**config.mk**
```make
export PLATFORM = sky130hd
export DESIGN_NAME = ipv4_dotted_quad_parser_top
export DESIGN_NICKNAME = d
export VERILOG_FILES = /design/src/hdl/ipv4dq_pkg.sv /design/src/hdl/ipv4_dotted_quad_parser_top.sv
export SDC_FILE = /design/constraint.sdc
export NUM_CORES = 1
export LEC_CHECK = 0
export BUFFER_PORTS_ARGS = -buffer_cell sky130_fd_sc_hd__clkbuf_2
export CORE_MARGIN = 2
export CORE_UTILIZATION = 58
export CTS_CLUSTER_DIAMETER = 30
export CTS_CLUSTER_SIZE = 24
export DETAILED_ROUTE_END_ITERATION = 8
export PLACE_DENSITY = 0.79
export SETUP_SLACK_MARGIN = 0.02
export SLEW_MARGIN = 20
export SYNTH_ARGS = -nofsm -noshare
export SYNTH_HDL_FRONTEND = slang
export SYNTH_SLANG_ARGS = --single-unit
```
**constraint.sdc**
```tcl
create_clock -name clk -period 3.2 [get_ports clk]
set_input_delay 0.48 -clock clk [delete_from_list [all_inputs] [get_ports clk]]
set_output_delay 0.48 -clock clk [all_outputs]
set_load 0.02 [all_outputs]
```
**src/hdl/ipv4dq_pkg.sv**
```systemverilog
package ipv4dq_pkg;

    localparam logic [7:0] CHAR_DOT   = 8'h2E;
    localparam logic [7:0] CHAR_ZERO  = 8'h30;
    localparam logic [7:0] CHAR_NINE  = 8'h39;

    localparam logic [8:0] OCTET_MAX  = 9'd255;
    localparam logic [8:0] OCTET_SAT  = 9'd256;
    localparam logic [2:0] DOTS_NEEDED = 3'd3;
    localparam logic [2:0] DOTS_SAT   = 3'd7;
    localparam logic [1:0] DIGITS_SAT = 2'd3;

    localparam int CHAR_W = 8;
    localparam int ADDR_W = 32;

    typedef struct packed {
        logic [8:0]  octet_value;
        logic [2:0]  dot_count;
        logic [1:0]  octet_digits;
        logic        leading_zero;
        logic        error_seen;
        logic [23:0] address_so_far;
    } parse_state_t;

    localparam parse_state_t PARSE_CLEAR = '0;

endpackage

```
**src/hdl/ipv4_dotted_quad_parser_top.sv**
```systemverilog
// dotted-decimal ipv4 address parser
//
// input channel s_*: one ascii character per beat in s_tdata[7:0], s_tlast
// marks the final character of the address string. output channel m_*: one
// beat per string, sent after the final character, with the 32-bit address
// in m_tdata (first octet in bits 31..24) and the valid flag in m_tuser[0].
// an invalid string gives valid 0 and address 0.
//
// the result is registered: it appears on m_* in the cycle after the final
// character is taken. throughput: one character per cycle while s_tready is
// high; the per-character update, a small multiply-by-ten and compare on the
// octet register, is combinational between parser state and result registers.
//
// reset clears the parser state and the output valid flag; the parser state is
// also cleared after every final character, so strings may follow back to
// back. while the receiver stalls with a result pending, s_tready stays high
// unless another final character would have to overwrite that result.
module ipv4_dotted_quad_parser_top (
    input  logic                           clk,
    input  logic                           rst_n,
    input  logic                           s_tvalid,
    output logic                           s_tready,
    input  logic [ipv4dq_pkg::CHAR_W-1:0]  s_tdata,   // character
    input  logic                           s_tlast,   // end_of_string
    output logic                           m_tvalid,
    input  logic                           m_tready,
    output logic [ipv4dq_pkg::ADDR_W-1:0]  m_tdata,   // address
    output logic [0:0]                     m_tuser    // valid_res
);
    import ipv4dq_pkg::*;

    parse_state_t state_reg;
    parse_state_t state_next;
    parse_state_t upd;

    logic                  m_tvalid_reg;
    logic [ADDR_W-1:0]     addr_reg;
    logic                  ok_reg;

    logic                  s_accept;
    logic                  is_digit;
    logic [3:0]            digit;
    logic [12:0]           acc;
    logic                  ok;
    logic [ADDR_W-1:0]     addr_out;

    assign s_tready = !m_tvalid_reg || m_tready || !s_tlast;
    assign s_accept = s_tvalid && s_tready;

    assign is_digit = (s_tdata >= CHAR_ZERO) && (s_tdata <= CHAR_NINE);
    assign digit    = 4'(s_tdata - CHAR_ZERO);
    assign acc      = 13'({state_reg.octet_value, 3'b000}) + 13'({state_reg.octet_value, 1'b0})
                    + 13'(digit);

    always_comb
    begin
        upd = state_reg;
        if (s_tdata == CHAR_DOT)
        begin
            if (state_reg.octet_digits == 2'd0 || state_reg.octet_value > OCTET_MAX)
            begin
                upd.error_seen = 1'b1;
            end
            if (state_reg.dot_count < DOTS_SAT)
            begin
                upd.dot_count = state_reg.dot_count + 3'd1;
            end
            if (upd.dot_count > DOTS_NEEDED)
            begin
                upd.error_seen = 1'b1;
            end
            upd.address_so_far = {state_reg.address_so_far[15:0], state_reg.octet_value[7:0]};
            upd.octet_value    = '0;
            upd.octet_digits   = '0;
            upd.leading_zero   = 1'b0;
        end
        else if (is_digit)
        begin
            if (state_reg.leading_zero)
            begin
                upd.error_seen = 1'b1;
            end
            if (state_reg.octet_digits == 2'd0 && digit == 4'd0)
            begin
                upd.leading_zero = 1'b1;
            end
            if (acc >= 13'(OCTET_SAT))
            begin
                upd.octet_value = OCTET_SAT;
                upd.error_seen  = 1'b1;
            end
            else
            begin
                upd.octet_value = acc[8:0];
            end
            if (state_reg.octet_digits < DIGITS_SAT)
            begin
                upd.octet_digits = state_reg.octet_digits + 2'd1;
            end
        end
        else
        begin
            upd.error_seen = 1'b1;
        end
    end

    assign ok = !upd.error_seen && (upd.dot_count == DOTS_NEEDED)
             && (upd.octet_digits != 2'd0) && (upd.octet_value <= OCTET_MAX);
    assign addr_out = ok ? {upd.address_so_far, upd.octet_value[7:0]} : '0;

    always_comb
    begin
        state_next = state_reg;
        if (s_accept)
        begin
            state_next = s_tlast ? PARSE_CLEAR : upd;
        end
    end

    always_ff @(posedge clk or negedge rst_n)
    begin
        if (!rst_n)
        begin
            state_reg    <= PARSE_CLEAR;
            m_tvalid_reg <= 1'b0;
        end
        else
        begin
            state_reg <= state_next;
            if (s_accept && s_tlast)
            begin
                m_tvalid_reg <= 1'b1;
            end
            else if (m_tready)
            begin
                m_tvalid_reg <= 1'b0;
            end
        end
    end

    always_ff @(posedge clk)
    begin
        if (s_accept && s_tlast)
        begin
            addr_reg <= addr_out;
            ok_reg   <= ok;
        end
    end

    assign m_tvalid = m_tvalid_reg;
    assign m_tdata  = addr_reg;
    assign m_tuser  = ok_reg;

`ifndef ASSERT_OFF
    a_invalid_zero: assert property (@(posedge clk) disable iff (!rst_n)
        (m_tvalid && !m_tuser[0]) |-> (m_tdata == '0))
        else $error("invalid result with nonzero address");

    a_clear_after_last: assert property (@(posedge clk) disable iff (!rst_n)
        (s_tvalid && s_tready && s_tlast) |=> (state_reg == PARSE_CLEAR))
        else $error("parser state not cleared after final character");

    a_result_source: assert property (@(posedge clk) disable iff (!rst_n)
        $rose(m_tvalid_reg) |-> $past(s_tvalid && s_tready && s_tlast))
        else $error("result appeared without a final character");

    a_no_overwrite: assert property (@(posedge clk) disable iff (!rst_n)
        (m_tvalid_reg && !m_tready) |-> !(s_tvalid && s_tready && s_tlast))
        else $error("pending result overwritten");
`endif

endmodule

```
==> results.cfg, run 1 <==
[detailed_routing]
drtIter0Drc = 225
wl_per_cell_um = 17.17
avgViaCountPerCell = 6.087
ant_nets = 0
drc = 0
vias = 3007
dr.pass1.iters = 4
wl_um = 8483

[setup_path]
worst_ep_arrival_time_ns = 3.13
path_class = reg2reg
reg2reg_depth = 8
worstReg2RegEnd = m_tdata[14]
crit_path_end_kind = register
r2r_start = state_reg[31]
r2r_slack_ns = 0.23
critical_path_required_ns = 3.36
path_max_fanout = 43
worstSetupStartpointType = register

[grt]
overflow = 0
grt_pass1_vias = 2753
antenna_found_initial = 0
grt_pass1_wl_um = 13840
gr-usage-all-layers_pct = 23.46
grt_max_degree = 44

[sta]
fin_tns_setup_ns = 0
fin_crit_sh_pct = 92.94
finalCriticalPeriod_ns = 2.974
max_slew_margin_pct = 40.38
finalMaxSlewViolations = 0
worst_pin_slew_ns = 0.8943
timing.fmax_ghz = 0.3362
fin_skew_ns = 0.01086
setup_viol = 0
hold_violations = 0
rsz0062_at_grt = false

[floorplanning]
fp.dieH_um = 87.68
io_pins = 48
die_area_mm2 = 0.007688
core-area_mm2 = 0.006794
die_x_um = 87.68
start_util_pct = 59.78
fp-row-count = 30

[power_and_ir_drop]
leakagePower_nw = 1.955
p_per_area_mw_per_mm2 = 434.2
peakVddDrop_v = 0.0003481
power_mw = 2.077

[run_status]
status = complete, no violations

[synth]
ys_types = 50
yosys-top-cells-area = dfrtp_1, edfxtp_1, nor4_2, mux2i_1, ha_1
synth_enable_flop_cells = 33
syn_nets = 366
syn_area_mm2 = 0.004061
synth_warnings = 0
seq_area_frac_synth_pct = 49.66
synthArstFlopShare_pct = 55.41
yosys.area.top_type = dfrtp_1
synth_top_area_share_pct = 25.26
postSynthCellCount = 333
synth-main-ff-cell = dfrtp_1
synth_seq_cells = 74
syn_area_per_cell_um2 = 12.20

[cts]
cts.sinks = 74
cts_buffer_depth = 2
clk_latency_ns = 0.35
cts_resized = 0
clkSlewWorstSetupHoldPaths_ns = 0.08
cts_tree = done
cts_buffers = 9
cts_root_buf = clkbuf_8
h-tree-depth = 3

[finish]
largest_reg_flops = 40
final_common_cell = clkbuf_2
n_antenna_cell = 0
fillers = 506
layout.nets = 426
layout-drive-gt1-share_pct = 31.66
most-common-layout-cells = clkbuf_2, dfrtp_1, edfxtp_1, nor4_2, mux2i_1
area_growth_pct = 17.78

[hold_path]
min_path_type = in2async

[placement]
port_buffers = 47
gp_congestion = 0.8756
dp_hpwl_um = 5978

[job]
max-cap-violations = 0
## cell type report
| class | instances | area [um^2] | area share [%] |
|---|---|---|---|
| sequential | 74 | 2017 | 42.17 |
| clock inverter | 6 | 115.1 | 2.406 |
| multi-input combinational | 231 | 1921 | 40.15 |
| inverter | 4 | 15.01 | 0.3139 |
| timing repair buffer | 73 | 467.9 | 9.783 |
| clock buffer | 10 | 127.6 | 2.668 |
| tap | 96 | 120.1 | 2.511 |
## worst max path at each step
stage / start / to / slack (ns)
floorplan: s_tlast / m_tdata[0] / 0.07
global placement: s_tdata[3] / m_tdata[15] / -0.37
detailed placement: s_tdata[3] / m_tuser / -0.08
CTS: state_reg[31] / m_tdata[8] / 0.09
global route: state_reg[31] / m_tdata[6] / 0.10
finish: state_reg[31] / m_tdata[14] / 0.23
## cell usage after synthesis, types with 5 or more instances
master,instances
o31ai_1,8
a22o_1,23
o21ai_0,15
nor4_1,5
mux2i_1,26
buf_2,10
clkbuf_1,11
a21oi_1,20
edfxtp_1,33
nor2_1,13
dfrtp_1,41
ha_1,18
nor4_2,29
nand2_1,15
## power breakdown
part | switching (mW) | leakage, nW | internal (mW)
Sequential | 0.00951 | 0.889 | 1.01
Combinational | 0.124 | 0.949 | 0.0600
Clock | 0.349 | 0.117 | 0.521
Total | 0.483 | 1.95 | 1.59
## metrics by stage
| stage | setup slack [ns] | instances | utilization [%] | instance area [um^2] | hold WS, ns |
|---|---|---|---|---|---|
| 5_1_grt | 0.1049 | 494 | 70.41 | 4783 | 0.3367 |
| 3_3_place_gp | -0.3665 | 476 | 66.15 | 4494 | 0.4812 |
| 2_1_floorplan | 0.06549 | 333 | - | 4061 | 0.1844 |
| 4_1_cts | 0.09276 | 493 | 70.02 | 4757 | 0.3245 |
| 6_report | 0.2259 | 494 | 70.41 | 4783 | 0.2502 |
| 3_5_place_dp | -0.07891 | 477 | 66.45 | 4514 | 0.4856 |
## timing repair
action                     in CTS  in global routing
hold buffers                    0                  0
setup endpoints to repair       0                 20
setup buffers                   0                  1
## metal layers
layer / vias up / share of wire, % / global-route usage (%)
met5: - / 0 / 0
met2: 85 / 49 / 36.57
met1: 1477 / 45 / 33.46
met4: 0 / 2.1 / 7.692
met3: 16 / 4.1 / 4.336
li1: 1429 / - / -
## cells by family after synthesis
logic type / count (synthesis) / synth area share, %
AO/OA/AOI/OAI: 90 / 15.34
AND/OR/NAND/NOR: 89 / 17.31
flip-flops: 74 / 49.66
buffers and inverters: 28 / 3.450
multiplexers: 26 / 6.408
adder cells (fa/ha/maj): 20 / 6.531
XOR/XNOR: 6 / 1.294
## critical path: stages (launching register included)
cell and delay [ns]:
dfrtp_1 0.41, fa_1 0.52, ha_1 0.33, a211oi_1 0.38, o21ai_0 0.24, mux2i_1 0.20
nand4_1 0.16, buf_12 0.23, nor4_1 0.30
(Power assumes the default switching activity.)
==> run 2, diff against run 1 <==
- PLACE_DENSITY: 0.79 -> default
- PLACE_DENSITY_LB_ADDON: default -> 0.1
==> run 2 against run 1 <==
Against the previous run: setup slack lost 0.040 ns; clock power is 24% lower; combinational power is 3% higher; core utilization rose by 0.33 points; register-to-register slack got worse by 0.04 ns; critical path depth is the same; non-clock buffer count increased by 9; final area increased by 0.47%; sequential share of layout area down 0.20 points; clock-buffer cell count rose by 1; critical path type unchanged; critical endpoint is now m_tdata[13]; largest cell class unchanged; largest power group unchanged.
==> results.cfg, run 2 (synthesis gave the netlist of run 1 again) <==
[run_status]
status = complete, no violations

[sta]
finalMaxSlewViolations = 0
timing.fmax_ghz = 0.3317
rsz0062_at_grt = false
timing.final.ws_setup_ns = 0.1856
fin_crit_sh_pct = 94.20
setup_viol = 0
hold_slack_ns = 0.2605
finalCriticalPeriod_ns = 3.014
hold_violations = 0
worst_pin_slew_ns = 0.9275
fin_skew_ns = 0.01073
max_slew_margin_pct = 38.16
fin_tns_setup_ns = 0

[cts]
cts.sinks = 74
clk_latency_ns = 0.35
post_cts_buffers = 0
cts_tree = done
h-tree-depth = 3
cts_buffer_depth = 2
cts_root_buf = clkbuf_8
clkSlewWorstSetupHoldPaths_ns = 0.08
cts_buffers = 9

[power_and_ir_drop]
p_per_area_mw_per_mm2 = 389.8
power_mw = 1.873
leakagePower_nw = 1.960
peakVddDrop_v = 0.0002298

[detailed_routing]
drc = 0
drtIter0Drc = 262
wl_um = 8706
ant_nets = 0
dr.pass1.iters = 4
avgViaCountPerCell = 5.960
wl_per_cell_um = 17.31
vias = 2998

[setup_path]
r2r_start = state_reg[31]
worstSetupStartpointType = register
cpMaxStageDelayCell = fa_1
critical_path.max_stage_delay_ns = 0.54
path_max_fanout = 26
cp_cell_sequence = fa_1 > fa_2 > a211oi_2 > o21ai_1 > and4_1 > nor2_4 > buf_12 > nor4_1
worstReg2RegEnd = m_tdata[13]
path_class = reg2reg
startpoint = state_reg[31]
r2r_slack_ns = 0.19
reg2reg_depth = 8
crit_path_end_kind = register
crit_buf_inv = 1
cp_top_family = adder cells
worst_ep_arrival_time_ns = 3.10
critical_path_required_ns = 3.29

[finish]
layout-drive-gt1-share_pct = 33.91
largest_reg_flops = 40
area_growth_pct = 18.33
layout.nets = 435
most-common-layout-cells = clkbuf_2, dfrtp_1, edfxtp_1, buf_4, nor4_2
final_cells = 503
utilization_pct = 70.74
stdcell_area_mm2 = 0.004806
n_antenna_cell = 0
final_common_cell = clkbuf_2

[grt]
gr-usage-all-layers_pct = 24.09
overflow = 0
grt_max_degree = 44
grt_pass1_wl_um = 14210
gr-usage-met1_pct = 34.98
antenna_found_initial = 0
grt_use_met3_pct = 3.582
grt_pass1_vias = 2874
grt.busiest_layer = met2
gr-usage-met2_pct = 36.29

[hold_path]
min_path_type = in2async

[job]
max-cap-violations = 0

[floorplanning]
die_area_mm2 = 0.007688
fp-row-count = 30
die_x_um = 87.68
start_util_pct = 59.78
core-area_mm2 = 0.006794
io_pins = 48
fp.dieH_um = 87.68

[placement]
postPlaceCellArea_mm2 = 0.004596
place_inst = 487
port_buffers = 47
gp_congestion = 0.8105
dp_worst_setup_slack_ns = -0.1317
dp_hpwl_um = 5939
-- run 2: timing repair --
item | CTS | global route
endpoints found under the setup margin | 0 | 26
hold buffers | 0 | 0
gates resized for setup | 0 | 6
-- run 2: worst register-to-register path, stage by stage, from the launching register on --
cell      delay (ns)
dfrtp_1         0.41
fa_1            0.54
fa_2            0.43
a211oi_2        0.19
o21ai_1         0.12
and4_1          0.23
nor2_4          0.46
buf_12          0.28
nor4_1          0.10
-- run 2: final cells by class --
type                       count  area [um^2]
fill                         525         1988
clock buffer                  11        141.4
timing repair buffer          82        523.0
clock inverter                 5        38.79
inverter                       4        15.01
sequential                    74         2017
multi-input combinational    231         1951
tap                           96        120.1
-- run 2: power breakdown --
part	internal, mW	switching, mW	total [mW]
sequential	1.01	0.00846	1.02
clock	0.305	0.356	0.661
combinational	0.0621	0.128	0.190
total	1.38	0.492	1.87
-- run 2: routing by layer --
metal | wire length (um) | vias to the layer above
met1 | 4010 | 1472
li1 | - | 1438
met3 | 336 | 13
met5 | 0 | -
met4 | 139 | 0
met2 | 4219 | 75
-- run 2: worst max-delay path by stage --
stage	endpoint	slack, ns	cells past startpoint
finish	m_tdata[13]	0.19	8
global route	m_tdata[13]	0.04	8
CTS	state_reg[35]	0.05	11
detailed placement	state_reg[35]	-0.13	12
global placement	m_tdata[13]	-0.40	8
floorplan	m_tdata[0]	0.07	5
==> run 3, diff against run 2 <==
- CORE_UTILIZATION: 58 -> 53
- clock period: 3.2 -> 2.6 ns (I/O delays scaled with it)
==> run 3 against run 2 <==
Against the previous run: the flow now finishes with violations (setup timing); global-route usage increased by 0.40 points; core utilization rose by 0.50 points; fmax rose by 9.8%; die area is 9.0% higher; hold slack lost 0.17 ns; largest cell class is now multi-input combinational cells; clock power is 34% higher; combinational power up 53%; first-iteration DRC count decreased by 42%; clock skew fell by 0.0014 ns; cell count increased by 3.2%.
==> results.cfg, run 3 (synthesis gave the netlist of run 1 again) <==
[setup_path]
crit_buf_inv = 3
path_max_fanout = 12
worst_ep_arrival_time_ns = 2.91
cp_top_family = compound AO/OA/AOI/OAI gates
reg2reg_depth = 10
critical_path.max_stage_delay_ns = 0.42
cp.depth = 10
critical_path_required_ns = 2.77
worstSetupStartpointType = register
endpoint = m_tdata[10]
startpoint = state_reg[33]
cp_cell_sequence = buf_4 > ha_1 > ha_1 > buf_4 > o21ai_0 > o21ai_2 > a211oi_4 > nor2_4 > buf_12 > nor4_4
r2r_slack_ns = -0.15
worstReg2RegEnd = m_tdata[10]
r2r_start = state_reg[33]
crit_path_end_kind = register
path_class = reg2reg
cpMaxStageDelayCell = dfrtp_1

[grt]
overflow = 0
antenna_found_initial = 0
gr-usage-all-layers_pct = 24.48
grt_pass1_wl_um = 16020
grt_pass1_vias = 3086
grt_max_degree = 42

[floorplanning]
die_x_um = 91.54
io_pins = 48
fp.dieH_um = 91.54
fp-row-count = 31
start_util_pct = 55.40
core-area_mm2 = 0.007331
die_area_mm2 = 0.008380

[placement]
dp_hpwl_um = 6531
dp_worst_setup_slack_ns = -0.3163
place_inst = 497
gp_congestion = 0.9014
port_buffers = 47

[sta]
setup_viol = 41
timing.fmax_ghz = 0.3641
fin_crit_sh_pct = 105.6
max_slew_margin_pct = 63.81
hold_violations = 0
timing.final.ws_setup_ns = -0.1462
worst_pin_slew_ns = 0.5428
hold_slack_ns = 0.09141
finalCriticalPeriod_ns = 2.746
fin_tns_setup_ns = -4.224
rsz0062_at_grt = true
finalMaxSlewViolations = 0
fin_skew_ns = 0.009298

[finish]
most-common-layout-cells = clkbuf_2, dfrtp_1, buf_4, edfxtp_1, mux2i_1
layout-drive-gt1-share_pct = 40.95
final_common_cell = clkbuf_2
final_cells = 519
largest_reg_flops = 40
n_antenna_cell = 0
layout.nets = 448
area_growth_pct = 28.59

[cts]
cts_hold_buffers = 0
cts_root_buf = clkbuf_8
cts_buffer_depth = 2
cts_tree = done
cts_buffers = 9
clkSlewWorstSetupHoldPaths_ns = 0.08
cts.sinks = 74
h-tree-depth = 3
clk_latency_ns = 0.35

[power_and_ir_drop]
pwr-share-clk_pct = 36.4
combPwrFrac_pct = 11.9
cellInternalPower_mw = 1.805
peakVddDrop_v = 0.0003252
p_sw_uw = 630.3
leakagePower_nw = 2.102
p_per_area_mw_per_mm2 = 466.4
power.share.sequential_pct = 51.7
switching_share_pct = 25.88

[detailed_routing]
wl_um = 9730
wl_per_cell_um = 18.75
vias = 3134
dr.pass1.iters = 4
drtIter0Drc = 153
avgViaCountPerCell = 6.039
drc = 0
ant_nets = 0

[job]
max-cap-violations = 0

[run_status]
status = complete, but fails checks
violations = setup timing

[hold_path]
min_path_type = in2async
==> run 3: worst min-delay path by stage <==
stage | start | endpoint | slack (ns) | cells after the start
after floorplan | rst_n | m_tvalid | 0.09 | 0
after global placement | state_reg[20] | state_reg[20] | 0.48 | 1
after detailed placement | state_reg[16] | state_reg[16] | 0.48 | 1
after CTS | rst_n | state_reg[22] | 0.10 | 2
after global routing | rst_n | state_reg[14] | 0.13 | 2
final | rst_n | state_reg[22] | 0.09 | 2
==> run 3: routing by layer <==
metal / up-vias / global-route usage (%) / routed length, um
met5: - / 0 / 0
met4: 0 / 9.470 / 167
met1: 1553 / 34.51 / 4479
met2: 96 / 37.81 / 4600
li1: 1469 / - / -
met3: 16 / 4.149 / 483
==> run 3: cell type report <==
class	count	area, um^2
clock buffer	10	127.6
clock inverter	6	65.06
fill	512	2108
inverter	4	15.01
multi-input combinational	231	2191
sequential	74	2017
tap	99	123.9
timing repair buffer	95	683.2
==> run 3: per-stage QoR <==
step | area, um^2 | power [mW] | util [%]
global route | 5223 | 2.520 | 71.24
finish | 5223 | 2.436 | 71.24
detailed placement | 4674 | 1.538 | 63.77
CTS | 5119 | 2.441 | 69.82
floorplan | 4098 | 1.426 | -
global placement | 4674 | 1.534 | 63.77
==> run 3: worst reg2reg max path, stage by stage (launching register included) <==
cell and delay (ns):
dfrtp_1 0.42, buf_4 0.17, ha_1 0.29, ha_1 0.31, buf_4 0.15, o21ai_0 0.21, o21ai_2 0.11, a211oi_4 0.28
nor2_4 0.13, buf_12 0.18, nor4_4 0.29
==> run 3: power groups by stage <==
stage	clock network [mW]	registers, mW	logic, mW
6_report	0.886	1.26	0.291
4_1_cts	0.901	1.26	0.281
3_5_place_dp	0	1.28	0.254
5_1_grt	0.944	1.26	0.315
3_3_place_gp	0	1.28	0.251
2_1_floorplan	0	1.31	0.118
==> run 3: timing repair <==
action / in CTS / in global routing
endpoints found under the hold margin: 0 / 0
pin swaps: 7 / 2
setup endpoints to repair: 43 / 43
resized for setup: 33 / 14
setup buffers: 3 / 2
gates cloned: 1 / 0
